--- src/rtl/fir_pkg.sv ---
// fir_pkg: constants, coefficient table, sequencer states and helpers
// for the 27-tap FIR core. No dependencies.
`default_nettype none

package fir_pkg;

   localparam int TAP_COUNT    = 27;
   localparam int MAX_TAPS     = 64;
   localparam int TAP_IDX_W    = 6;
   localparam int SAMPLE_WIDTH = 16;
   localparam int COEF_WIDTH   = 16;
   localparam int PROD_WIDTH   = SAMPLE_WIDTH + COEF_WIDTH;

   // APB register map
   localparam int CSR_DATA_W = 32;
   localparam int CSR_ADDR_W = 3;
   localparam logic [0:0] REG_FILTER_ENABLE = 1'b0;

   // Q1.15 taps, newest sample first
   localparam logic signed [COEF_WIDTH-1:0] COEF_ROM [0:MAX_TAPS-1] = '{
      0:  -16'sd272,  1:  16'sd449,   2:  16'sd266,   3:  -16'sd540,
      4:  16'sd55,    5:  -16'sd227,  6:  16'sd1029,  7:  16'sd745,
      8:  -16'sd3927, 9:  16'sd1699,  10: 16'sd5616,  11: -16'sd6594,
      12: -16'sd2766, 13: 16'sd9228,  14: -16'sd2766, 15: -16'sd6594,
      16: 16'sd5616,  17: 16'sd1699,  18: -16'sd3927, 19: 16'sd745,
      20: 16'sd1029,  21: -16'sd227,  22: 16'sd55,    23: -16'sd540,
      24: 16'sd266,   25: 16'sd449,   26: -16'sd272,
      default: 16'sd0
   };

   typedef enum logic [2:0] {
      ST_IDLE,
      ST_WRITE,
      ST_MAC,
      ST_DRAIN,
      ST_DONE
   } fir_state_type;

   function automatic int addr_width(input int depth);
      return (depth > 1) ? $clog2(depth) : 1;
   endfunction

   function automatic logic signed [COEF_WIDTH-1:0] coef_at(
      input logic [TAP_IDX_W-1:0] idx);
      return COEF_ROM[idx];
   endfunction

endpackage

`default_nettype wire

--- src/rtl/fir_ram.sv ---
// fir_ram: generic single-write, single-read RAM with registered read data.
// Uses fir_pkg::addr_width for its address width.
`default_nettype none

module fir_ram #(
   parameter int DATA_W = fir_pkg::SAMPLE_WIDTH,
   parameter int DEPTH  = fir_pkg::TAP_COUNT
) (
   input  wire logic                                    clock,
   input  wire logic                                    wr_en,
   input  wire logic [fir_pkg::addr_width(DEPTH)-1:0]   wr_addr,
   input  wire logic [DATA_W-1:0]                       wr_data,
   input  wire logic                                    rd_en,
   input  wire logic [fir_pkg::addr_width(DEPTH)-1:0]   rd_addr,
   output      logic [DATA_W-1:0]                       rd_data
);

   logic [DATA_W-1:0] mem_ff [0:DEPTH-1];
   logic [DATA_W-1:0] rd_data_ff;

   always_ff @(posedge clock) begin
      if (wr_en) begin
         mem_ff[wr_addr] <= wr_data;
      end
      if (rd_en) begin
         rd_data_ff <= mem_ff[rd_addr];
      end
   end

   assign rd_data = rd_data_ff;

endmodule

`default_nettype wire

--- src/rtl/fir_lowpass_27tap_core.sv ---
// fir_lowpass_27tap_core: 27-tap symmetric low-pass FIR, Q4.12 in and out.
// Depends on fir_pkg and fir_ram (sample history memory).
//
//   channel | direction | handshake            | payload
//   --------+-----------+----------------------+-------------------------
//   req     | in        | req_valid / req_stall | req_sample_in  (s16 Q4.12)
//   rsp     | out       | rsp_valid / rsp_stall | rsp_sample_out (s16 Q4.12)
//   csr     | in/out    | APB, pready tied high | filter_enable at byte 0
//
// One word at a time. Filtered word: ST_WRITE stores it, ST_MAC runs the single
// multiply-accumulate walking the history memory one tap per cycle, ST_DRAIN
// empties the pipeline and ST_DONE offers the result; the next word is taken once
// back in ST_IDLE. Bypassed word: ST_IDLE goes straight to ST_DONE, which offers it.
// Reset (synchronous) clears the sequencer, write pointer and per-slot valid bits.
// rsp_stall holds a finished word; the next one is taken in and parks in ST_DONE.
`default_nettype none

module fir_lowpass_27tap_core #(
   parameter int TAP_COUNT = fir_pkg::TAP_COUNT
) (
   input  wire logic                                   clock,
   input  wire logic                                   reset,
   // input samples
   input  wire logic                                   req_valid,
   output      logic                                   req_stall,
   input  wire logic signed [fir_pkg::SAMPLE_WIDTH-1:0] req_sample_in,
   // filtered samples
   output      logic                                   rsp_valid,
   input  wire logic                                   rsp_stall,
   output      logic signed [fir_pkg::SAMPLE_WIDTH-1:0] rsp_sample_out,
   // register port
   input  wire logic                                   csr_psel,
   input  wire logic                                   csr_penable,
   input  wire logic                                   csr_pwrite,
   input  wire logic [fir_pkg::CSR_ADDR_W-1:0]         csr_paddr,
   input  wire logic [fir_pkg::CSR_DATA_W-1:0]         csr_pwdata,
   output      logic [fir_pkg::CSR_DATA_W-1:0]         csr_prdata,
   output      logic                                   csr_pready
);

   localparam int SW     = fir_pkg::SAMPLE_WIDTH;
   localparam int CW     = fir_pkg::COEF_WIDTH;
   localparam int PW     = fir_pkg::PROD_WIDTH;
   localparam int PTR_W  = fir_pkg::addr_width(TAP_COUNT);
   localparam int ACC_W  = PW + PTR_W;
   localparam int TIW    = fir_pkg::TAP_IDX_W;
   localparam int FRAC   = CW - 1;
   localparam logic [PTR_W-1:0] LAST_TAP = PTR_W'(TAP_COUNT - 1);
   localparam logic signed [ACC_W:0] ROUND_ADD = (ACC_W + 1)'(1) <<< (CW - 2);
   localparam logic signed [ACC_W:0] SAT_HI = (ACC_W + 1)'((2 ** (SW - 1)) - 1);
   localparam logic signed [ACC_W:0] SAT_LO = -SAT_HI - (ACC_W + 1)'(1);

   // ---------------- registers ----------------
   fir_pkg::fir_state_type state_ff, state_in;

   logic                    enable_ff,   enable_in;
   logic [PTR_W-1:0]        wp_ff,       wp_in;       // next history slot
   logic [TAP_COUNT-1:0]    valid_ff,    valid_in;    // slot written since reset
   logic [PTR_W-1:0]        rd_addr_ff,  rd_addr_in;  // walks back from newest
   logic [PTR_W-1:0]        iss_ff,      iss_in;      // tap being issued
   logic signed [SW-1:0]    smp_ff,      smp_in;
   logic                    bypass_ff,   bypass_in;

   // MAC pipeline: read -> multiply -> accumulate
   logic                    d1_vld_ff,   d1_vld_in;
   logic [PTR_W-1:0]        d1_tap_ff,   d1_tap_in;
   logic                    d1_hit_ff,   d1_hit_in;
   logic                    d2_vld_ff,   d2_vld_in;
   logic signed [PW-1:0]    prod_ff,     prod_in;
   logic signed [ACC_W-1:0] acc_ff,      acc_in;

   logic                    rsp_valid_ff, rsp_valid_in;
   logic signed [SW-1:0]    rsp_data_ff,  rsp_data_in;

   // ---------------- history memory ----------------
   logic              ram_we;
   logic              ram_re;
   logic [SW-1:0]     ram_rd_data;

   fir_ram #(
      .DATA_W (SW),
      .DEPTH  (TAP_COUNT)
   ) u_hist (
      .clock   (clock),
      .wr_en   (ram_we),
      .wr_addr (wp_ff),
      .wr_data (smp_ff),
      .rd_en   (ram_re),
      .rd_addr (rd_addr_ff),
      .rd_data (ram_rd_data)
   );

   // ---------------- datapath helpers ----------------
   logic signed [SW-1:0]    operand;
   logic signed [CW-1:0]    coef;
   logic signed [ACC_W:0]   rnd_sum;
   logic signed [ACC_W:0]   rnd_shift;
   logic signed [SW-1:0]    sat_result;
   logic                    csr_wr;

   // never-written slots read as zero
   assign operand = d1_hit_ff ? $signed(ram_rd_data) : '0;
   assign coef    = fir_pkg::coef_at(TIW'(d1_tap_ff));

   // round half up, drop 15 fraction bits, clamp to Q4.12
   assign rnd_sum   = {acc_ff[ACC_W-1], acc_ff} + ROUND_ADD;
   assign rnd_shift = rnd_sum >>> FRAC;

   always_comb begin
      if (rnd_shift > SAT_HI) begin
         sat_result = SAT_HI[SW-1:0];
      end else if (rnd_shift < SAT_LO) begin
         sat_result = SAT_LO[SW-1:0];
      end else begin
         sat_result = rnd_shift[SW-1:0];
      end
   end

   // ---------------- register port ----------------
   assign csr_pready = 1'b1;
   assign csr_wr     = csr_psel && csr_penable && csr_pwrite && csr_pready;

   always_comb begin
      csr_prdata = '0;
      unique case (csr_paddr[2])
         fir_pkg::REG_FILTER_ENABLE: csr_prdata[0] = enable_ff;
         default:                    csr_prdata = '0;
      endcase
   end

   // ---------------- sequencer ----------------
   always_ff @(posedge clock) begin
      if (reset) begin
         state_ff <= fir_pkg::ST_IDLE;
      end else begin
         state_ff <= state_in;
      end
   end

   always_comb begin
      state_in     = state_ff;
      enable_in    = enable_ff;
      wp_in        = wp_ff;
      valid_in     = valid_ff;
      rd_addr_in   = rd_addr_ff;
      iss_in       = iss_ff;
      smp_in       = smp_ff;
      bypass_in    = bypass_ff;
      d1_vld_in    = 1'b0;
      d1_tap_in    = iss_ff;
      d1_hit_in    = valid_ff[rd_addr_ff];
      d2_vld_in    = d1_vld_ff;
      prod_in      = operand * coef;
      acc_in       = acc_ff;
      rsp_valid_in = rsp_valid_ff;
      rsp_data_in  = rsp_data_ff;
      ram_we       = 1'b0;
      ram_re       = 1'b0;

      if (csr_wr && (csr_paddr[2] == fir_pkg::REG_FILTER_ENABLE)) begin
         enable_in = csr_pwdata[0];
      end

      if (d2_vld_ff) begin
         acc_in = acc_ff + ACC_W'(prod_ff);
      end

      if (rsp_valid_ff && !rsp_stall) begin
         rsp_valid_in = 1'b0;
      end

      unique case (state_ff)
         fir_pkg::ST_IDLE: begin
            if (req_valid) begin
               smp_in    = req_sample_in;
               bypass_in = !enable_ff;
               state_in  = enable_ff ? fir_pkg::ST_WRITE : fir_pkg::ST_DONE;
            end
         end
         fir_pkg::ST_WRITE: begin
            // store newest sample, then read back starting at it
            ram_we          = 1'b1;
            valid_in[wp_ff] = 1'b1;
            rd_addr_in      = wp_ff;
            wp_in           = (wp_ff == LAST_TAP) ? '0 : wp_ff + PTR_W'(1);
            iss_in          = '0;
            acc_in          = '0;
            state_in        = fir_pkg::ST_MAC;
         end
         fir_pkg::ST_MAC: begin
            ram_re     = 1'b1;
            d1_vld_in  = 1'b1;
            rd_addr_in = (rd_addr_ff == '0) ? LAST_TAP : rd_addr_ff - PTR_W'(1);
            iss_in     = iss_ff + PTR_W'(1);
            if (iss_ff == LAST_TAP) begin
               state_in = fir_pkg::ST_DRAIN;
            end
         end
         fir_pkg::ST_DRAIN: begin
            if (!d1_vld_ff && !d2_vld_ff) begin
               state_in = fir_pkg::ST_DONE;
            end
         end
         fir_pkg::ST_DONE: begin
            // wait for the output register to free up
            if (!rsp_valid_ff || !rsp_stall) begin
               rsp_valid_in = 1'b1;
               rsp_data_in  = bypass_ff ? smp_ff : sat_result;
               state_in     = fir_pkg::ST_IDLE;
            end
         end
         default: begin
            state_in = fir_pkg::ST_IDLE;
         end
      endcase
   end

   // control state
   always_ff @(posedge clock) begin
      if (reset) begin
         enable_ff    <= 1'b1;
         wp_ff        <= '0;
         valid_ff     <= '0;
         d1_vld_ff    <= 1'b0;
         d2_vld_ff    <= 1'b0;
         rsp_valid_ff <= 1'b0;
      end else begin
         enable_ff    <= enable_in;
         wp_ff        <= wp_in;
         valid_ff     <= valid_in;
         d1_vld_ff    <= d1_vld_in;
         d2_vld_ff    <= d2_vld_in;
         rsp_valid_ff <= rsp_valid_in;
      end
   end

   // payload and counters that the sequencer sets before use
   always_ff @(posedge clock) begin
      rd_addr_ff  <= rd_addr_in;
      iss_ff      <= iss_in;
      smp_ff      <= smp_in;
      bypass_ff   <= bypass_in;
      d1_tap_ff   <= d1_tap_in;
      d1_hit_ff   <= d1_hit_in;
      prod_ff     <= prod_in;
      acc_ff      <= acc_in;
      rsp_data_ff <= rsp_data_in;
   end

   assign req_stall      = (state_ff != fir_pkg::ST_IDLE);
   assign rsp_valid      = rsp_valid_ff;
   assign rsp_sample_out = rsp_data_ff;

endmodule

`default_nettype wire

--- config.mk ---
export PLATFORM = sky130hd
export DESIGN_NAME = fir_lowpass_27tap_core
export DESIGN_NICKNAME = d
export VERILOG_FILES = /design/src/rtl/fir_pkg.sv /design/src/rtl/fir_ram.sv /design/src/rtl/fir_lowpass_27tap_core.sv
export SDC_FILE = /design/constraint.sdc
export NUM_CORES = 2
export LEC_CHECK = 0
export ABC_AREA = 1
export BUFFER_PORTS_ARGS = -buffer_cell sky130_fd_sc_hd__buf_4
export CAP_MARGIN = 20
export CELL_PAD_IN_SITES_DETAIL_PLACEMENT = 1
export CELL_PAD_IN_SITES_GLOBAL_PLACEMENT = 1
export CORE_MARGIN = 4
export CORE_UTILIZATION = 50
export DETAILED_ROUTE_END_ITERATION = 12
export PLACE_DENSITY_LB_ADDON = 0.05
export SETUP_SLACK_MARGIN = 0.5
export SYNTH_ARGS = -nofsm -noshare
export SYNTH_HDL_FRONTEND = slang
export SYNTH_HIERARCHICAL = 1
export SYNTH_SLANG_ARGS = --single-unit
export TNS_END_PERCENT = 5
--- constraint.sdc ---
create_clock -name clock -period 7.48 [get_ports clock]
set_input_delay 1.87 -clock clock [delete_from_list [all_inputs] [get_ports clock]]
set_output_delay 1.87 -clock clock [all_outputs]
set_load 0.05 [all_outputs]
* Word-level counts from Yosys, hierarchy flattened
Memories as Yosys holds them, arrays and structs flattened. A register that Yosys moved wholly into a read port is not among the register bits. Cells that the tools add are included.
Storage, ports and cells: memory bits (writable) 432, output and inout bits 51, memories 2, register bits 157, bits of input ports 58, ROM bits 1024, word-level logic and storage cells 90
Cells by class: bitwise logic cells 3, reduce and logical (&&, ||, !) cells 19, mux-type cells 28, equality and inequality tests 10, $mul 1, order comparisons 6, add/subtract/negate cells 5
Memory list:
- (name not given) | words 64, width 16, rd ports 1, clocked after memory_dff 0, wr ports 0, line fir_pkg.sv:45 | return COEF_ROM[idx];
- u_hist.mem_ff | words 27, width 16, rd ports 1, clocked after memory_dff 1, wr ports 1, line fir_ram.sv:18 | logic [DATA_W-1:0] mem_ff [0:DEPTH-1];
Operators with widths (count):
- two-way mux 16 bit | 6
- adder 37 x 16 -> 38 bit (second input constant) | 1
- adder 37 x 32 -> 37 bit | 1
- multiplier 16 x 16 -> 32 bit | 1
- bitwise OR 27 bit | 1
- greater-than comparator 23 x 16 -> 1 bit (second input constant) | 1
- less-than comparator 23 x 16 -> 1 bit (second input constant) | 1
- case mux 5 bit (2 select lines) | 2
- two-way mux 3 bit | 5
- case mux 3 bit (5 select lines) | 1
- less-than comparator 5 x 6 -> 1 bit (second input constant) | 2
- adder 5 x 1 -> 5 bit (second input constant) | 2
- equality test 5 bit (second input constant) | 2
- two-way mux 1 bit | 10
- two-way mux 5 bit | 2
- inequality test 2 bit (second input constant) | 4
- greater-or-equal comparator 7 bit (second input constant) | 1
- inverter 5 -> 7 bit | 1
- equality test 3 x 2 -> 1 bit (second input constant) | 2
- logical AND 1 bit | 6
- binary-select mux 1 bit (select 5 bit) | 1
- demux 1 bit (select 5 bit) | 1
- greater-or-equal comparator 5 x 1 -> 1 bit (second input constant) | 1
- zero test 1 bit | 5
- other kinds (11) | 12

* Logic depth before layout (Yosys ltp)
depth after elaboration 5, depth in mapped cells 34, gate-level depth less buffers 33

* Modules after synthesis
Netlist, hierarchy kept.
By module, submodules not included:
- fir_lowpass_27tap_core | area each 19910.3 sq um, times used 1, seq. area each 3573.4 sq um, cells each 2684
- fir_ram | area each 17947.2 sq um, times used 1, seq. area each 13452.9 sq um, cells each 1496

* Worst setup path before layout
OpenSTA, ideal clock, no wires.
path type flip-flop to flip-flop, start reg d1_tap_ff[0], end reg prod_ff[31], slack 692 ps, path buffers 1, arrival time 6664 ps, stages on the path, launching flop included 27, required time 7356 ps, setup time 124 ps, clock period less this slack 6788 ps, cells stage by stage dfxtp_1 -> inv_1 -> ha_1 -> inv_1 -> nand2_1 -> a21oi_1 -> o21ai_0 -> nand2_1 -> clkbuf_1 -> nor2_1 -> fa_1 -> inv_1 -> fa_1 -> inv_1 -> fa_1 -> fa_1 -> fa_1 -> inv_1 -> fa_1 -> inv_1 -> ha_1 -> a21oi_1 -> o21ai_0 -> o21bai_1 -> a21oi_1 -> nand2_1 -> xor2_1
Between the ends: longest elaborated chain between the ends 5
Ends and longest elaborated chain:
- from (decl) | line fir_lowpass_27tap_core.sv:66 | logic [PTR_W-1:0] d1_tap_ff, d1_tap_in;
- from (signal assigned) | line fir_lowpass_27tap_core.sv:243 | d1_tap_ff <= d1_tap_in;
- inverter 5 -> 7 bit (implied by the code) | line fir_pkg.sv:45
- memory read (64 x 16 bit)
- two-way mux 16 bit (implied by the code) (2 in a row) | line fir_pkg.sv:45
- multiplier 16 x 16 -> 32 bit | line fir_lowpass_27tap_core.sv:153 | prod_in = operand * coef;
- net prod_in[31] | line fir_lowpass_27tap_core.sv:69 | logic signed [PW-1:0] prod_ff, prod_in;
- to (signal assigned) | line fir_lowpass_27tap_core.sv:245 | prod_ff <= prod_in;
- to (decl) | line fir_lowpass_27tap_core.sv:69
The timed path passes the listed nets, and every way through them passes these cells. The select of a mux whose other input is x is not followed. A chain may end at the register's enable or synchronous reset.

* Final worst setup path
start reg d1_tap_ff[4], end reg prod_ff[22]
Same word-level chain as after synthesis.

==> impl_metrics.json <==
{
  "relSlewSlack_pct": 27.51,
  "async_flop_share_pct": 0,
  "slowest_delay_ns": 0.63,
  "postSynthCellCount": 4180,
  "die_w_um": 283.2,
  "grt_max_degree": 118,
  "portBuffers": 43,
  "r2r-start": "d1_tap_ff[4]$_DFF_P_",
  "syn-cell-area_um2": 37860,
  "cp-end-kind": "flip-flop",
  "min_to": "d1_tap_ff[4]$_DFF_P_",
  "cp_common_cell": "fa_1",
  "reg2reg_slack_ns": 0.68,
  "cts_tree": "yes",
  "path_max_fanout": 15,
  "hold_class": "flip-flop to flip-flop",
  "start_util_pct": 50.68,
  "status": "complete, no violations",
  "slew_viol_final": 0,
  "rsz0062_at_grt": "yes",
  "syn_area_per_cell_um2": 9.057,
  "synthAdderAreaFrac_pct": 18.42,
  "grt-ovfl-total": 0,
  "ys_seq_area_share_pct": 44.97,
  "drcViolationCount": 0,
  "area_growth_pct": 11.81,
  "final_nets": 4731,
  "drt_first_pass_iters": 5,
  "htree_num_levels": 3,
  "hold_viol_final": 0,
  "start_kind": "flip-flop",
  "ioPinCount": 109,
  "ys_ff_latch": 605,
  "synth_top_family_by_area": "simple AND/OR/NAND/NOR gates",
  "synth-xor-area-share_pct": 1.388,
  "drt-initial-drc-count": 1801,
  "rows": 100,
  "antenna-diode-count": 0,
  "hp-start": "d1_tap_in[4]$_SDFFCE_PN0P_",
  "synth-main-ff-cell": "edfxtp_1",
  "synth_compound_area_share_pct": 5.179,
  "rr_worst_depth": 23,
  "tightest_slew_ns": 1.087,
  "maxCapViolCount": 0,
  "avgViaCountPerCell": 5.474,
  "cts_buffers": 69,
  "die_h_um": 283.2,
  "r2r_end": "prod_ff[22]$_DFF_P_",
  "cts_hold_buf": 0,
  "avgRoutedWirePerCell_um": 21.45,
  "antenna_found_initial": 0,
  "layout-drive-gt1-share_pct": 9.207,
  "grt_usage_pct": 27.98,
  "synth.area.top_cells": "edfxtp_1 39%, fa_1 14%, nand2_1 11%",
  "dp_hpwl_um": 78120,
  "cts_buffer_depth": 3,
  "most-common-layout-cells": "1145 x nand2_1, 579 x inv_1, 491 x edfxtp_1, 391 x nand3_1, 324 x nor2_1",
  "die_area_um2": 80180,
  "routed_wl_um": 113500,
  "hold_depth": 0,
  "synthSimpleGateAreaFrac_pct": 21.57,
  "synth_top_area_share_pct": 38.95,
  "min_period_ns": 6.797,
  "critPathRequiredTime_ns": 7.99,
  "root_buffer": "clkbuf_16",
  "yosys.area.top_type": "edfxtp_1",
  "grt_pass1_wl_um": 175000,
  "clkLatencyLatePin_ns": 0.63,
  "synth_edf_count": 491,
  "place.gp.congestion": 0.9057,
  "crit_type": "flip-flop to flip-flop",
  "finClkSkew_ns": 0.03524,
  "yosysWarnings": 6,
  "final_common_cell": "nand2_1",
  "max_freq_mhz": 147.1,
  "cp_data_arrival_time_ns": 7.30,
  "finalSetupViolCount": 0,
  "muxShareOfSynthArea_pct": 0,
  "fin_crit_sh_pct": 90.87,
  "cp_slowest_cell": "dfxtp_1",
  "vias": 28967,
  "grt_pass1_vias": 31216,
  "setup_tns_ns": 0,
  "coreArea_um2": 74700,
  "cts_num_sinks": 605,
  "drt.antenna.violating_nets": 0,
  "crit_chain": "clkinvlp_4, buf_4, a211o_1, nand2_1, buf_6, inv_1, nand2_1, fa_1, fa_1, inv_1, fa_1, fa_2, fa_1, fa_1, ha_1, nand2_1, nor3_1, buf_4, nand4_1, nand3_2, nand3_1, nand2_1, xor2_1",
  "synth_cell_type_count": 53,
  "clk_pin_slew_worst_paths_ns": 0.05
}
layer usage:
layer,wire length (um),share of wire (%),global-route usage (%)
met5,0,0,0
met1,46510,41,34.76
met2,57900,51,50.15
met3,4803,4.2,3.682
met4,4299,3.8,10.15
sequential cells by signal (all words and copies together) (netlist names):
name and flops:
u_hist/mem_ff 432, acc_ff 37, prod_ff 32, valid_ff 27
rsp_sample_out 16, smp_ff 16, u_hist/rd_data 16, d1_tap_ff 5
d1_tap_in 5, rd_addr_ff 5, wp_ff 5, state_ff 3
bypass_ff 1, d1_hit_ff 1, d1_vld_ff 1, d2_vld_ff 1
enable_ff 1, rsp_valid 1
synth_stat cells (all sizes together) (2+ instances only):
master  number
nand2     1174
inv        598
edfxtp     491
nand3      396
nor2       359
fa         264
a21oi      146
o21ai      137
ha         135
buf        114
dfxtp      114
clkbuf      60
xor2        39
nor3        27
o21bai      26
xnor2       21
nand4       18
o211ai       9
a21o         7
a31oi        6
o221ai       5
o22ai        4
a211oi       3
clkinv       3
nand3b       3
conb         2
nor3b        2
o21a         2
o311ai       2
o31ai        2
or2          2
kinds of logic after synthesis:
family	count (synthesis)
and+or+nand+nor	1984
buffers and inverters	775
DFF	605
adders and majority gates	399
AOI/OAI and AO/OA	355
xor gates and xnor gates	60
other	2
how the worst max path moves through the flow:
| stage | depth (start not counted) | endpoint | slack [ns] | from |
|---|---|---|---|---|
| 2_1_floorplan | 26 | prod_ff[31]$_DFF_P_ | 0.69 | d1_tap_ff[0]$_DFF_P_ |
| 6_report | 23 | prod_ff[22]$_DFF_P_ | 0.68 | d1_tap_ff[4]$_DFF_P_ |
| 4_1_cts | 27 | prod_ff[31]$_DFF_P_ | 0.48 | d1_tap_ff[0]$_DFF_P_ |
| 5_1_grt | 28 | prod_ff[31]$_DFF_P_ | 0.40 | d1_tap_ff[0]$_DFF_P_ |
| 3_3_place_gp | 28 | prod_ff[30]$_DFF_P_ | 0.40 | d1_tap_ff[1]$_DFF_P_ |
| 3_5_place_dp | 27 | prod_ff[31]$_DFF_P_ | 0.17 | d1_tap_ff[1]$_DFF_P_ |
layout make-up:
cell class / instances / area, um^2
clock buffers: 79 / 1784
multi-input cells: 2830 / 18110
repair buffers: 167 / 1515
well taps: 969 / 1212
flip-flops and latches: 605 / 17030
clock inverters: 41 / 391.6
fillers: 8544 / 32370
inverters: 601 / 2287
through the flow:
stage / utilization (%) / cell area, um^2 / cells / worst slack [ns] / hold slack (ns)
after CTS: 55.71 / 41610 / 5269 / 0.4774 / 0.3813
after floorplan: - / 37970 / 4210 / 0.6919 / 0.3480
after detailed placement: 52.59 / 39280 / 5140 / 0.1720 / 0.3690
final: 56.67 / 42330 / 5292 / 0.6830 / 0.3828
after global routing: 56.67 / 42330 / 5292 / 0.3954 / 0.4052
after global placement: 52.55 / 39260 / 5139 / 0.3964 / 0.3549
worst max-delay path, delay by kind of cell, from the launching register on:
family          cells  cell delay [ns]
flops               1             0.63
buf+inv             6             1.00
xor+xnor            1             0.21
fa+ha+maj           7             3.52
compound gates      1             0.29
simple gates        8             1.01
timing repair:
action	in CTS	in global routing
setup endpoints to repair	13	20
setup buffers	9	12
pin swaps	3	14
resized for setup	23	101
gates cloned	0	1
endpoints found under the hold margin	0	0
Power is not shown: default switching activity piles up to over one toggle a cycle in this logic, so the estimate is an artifact.
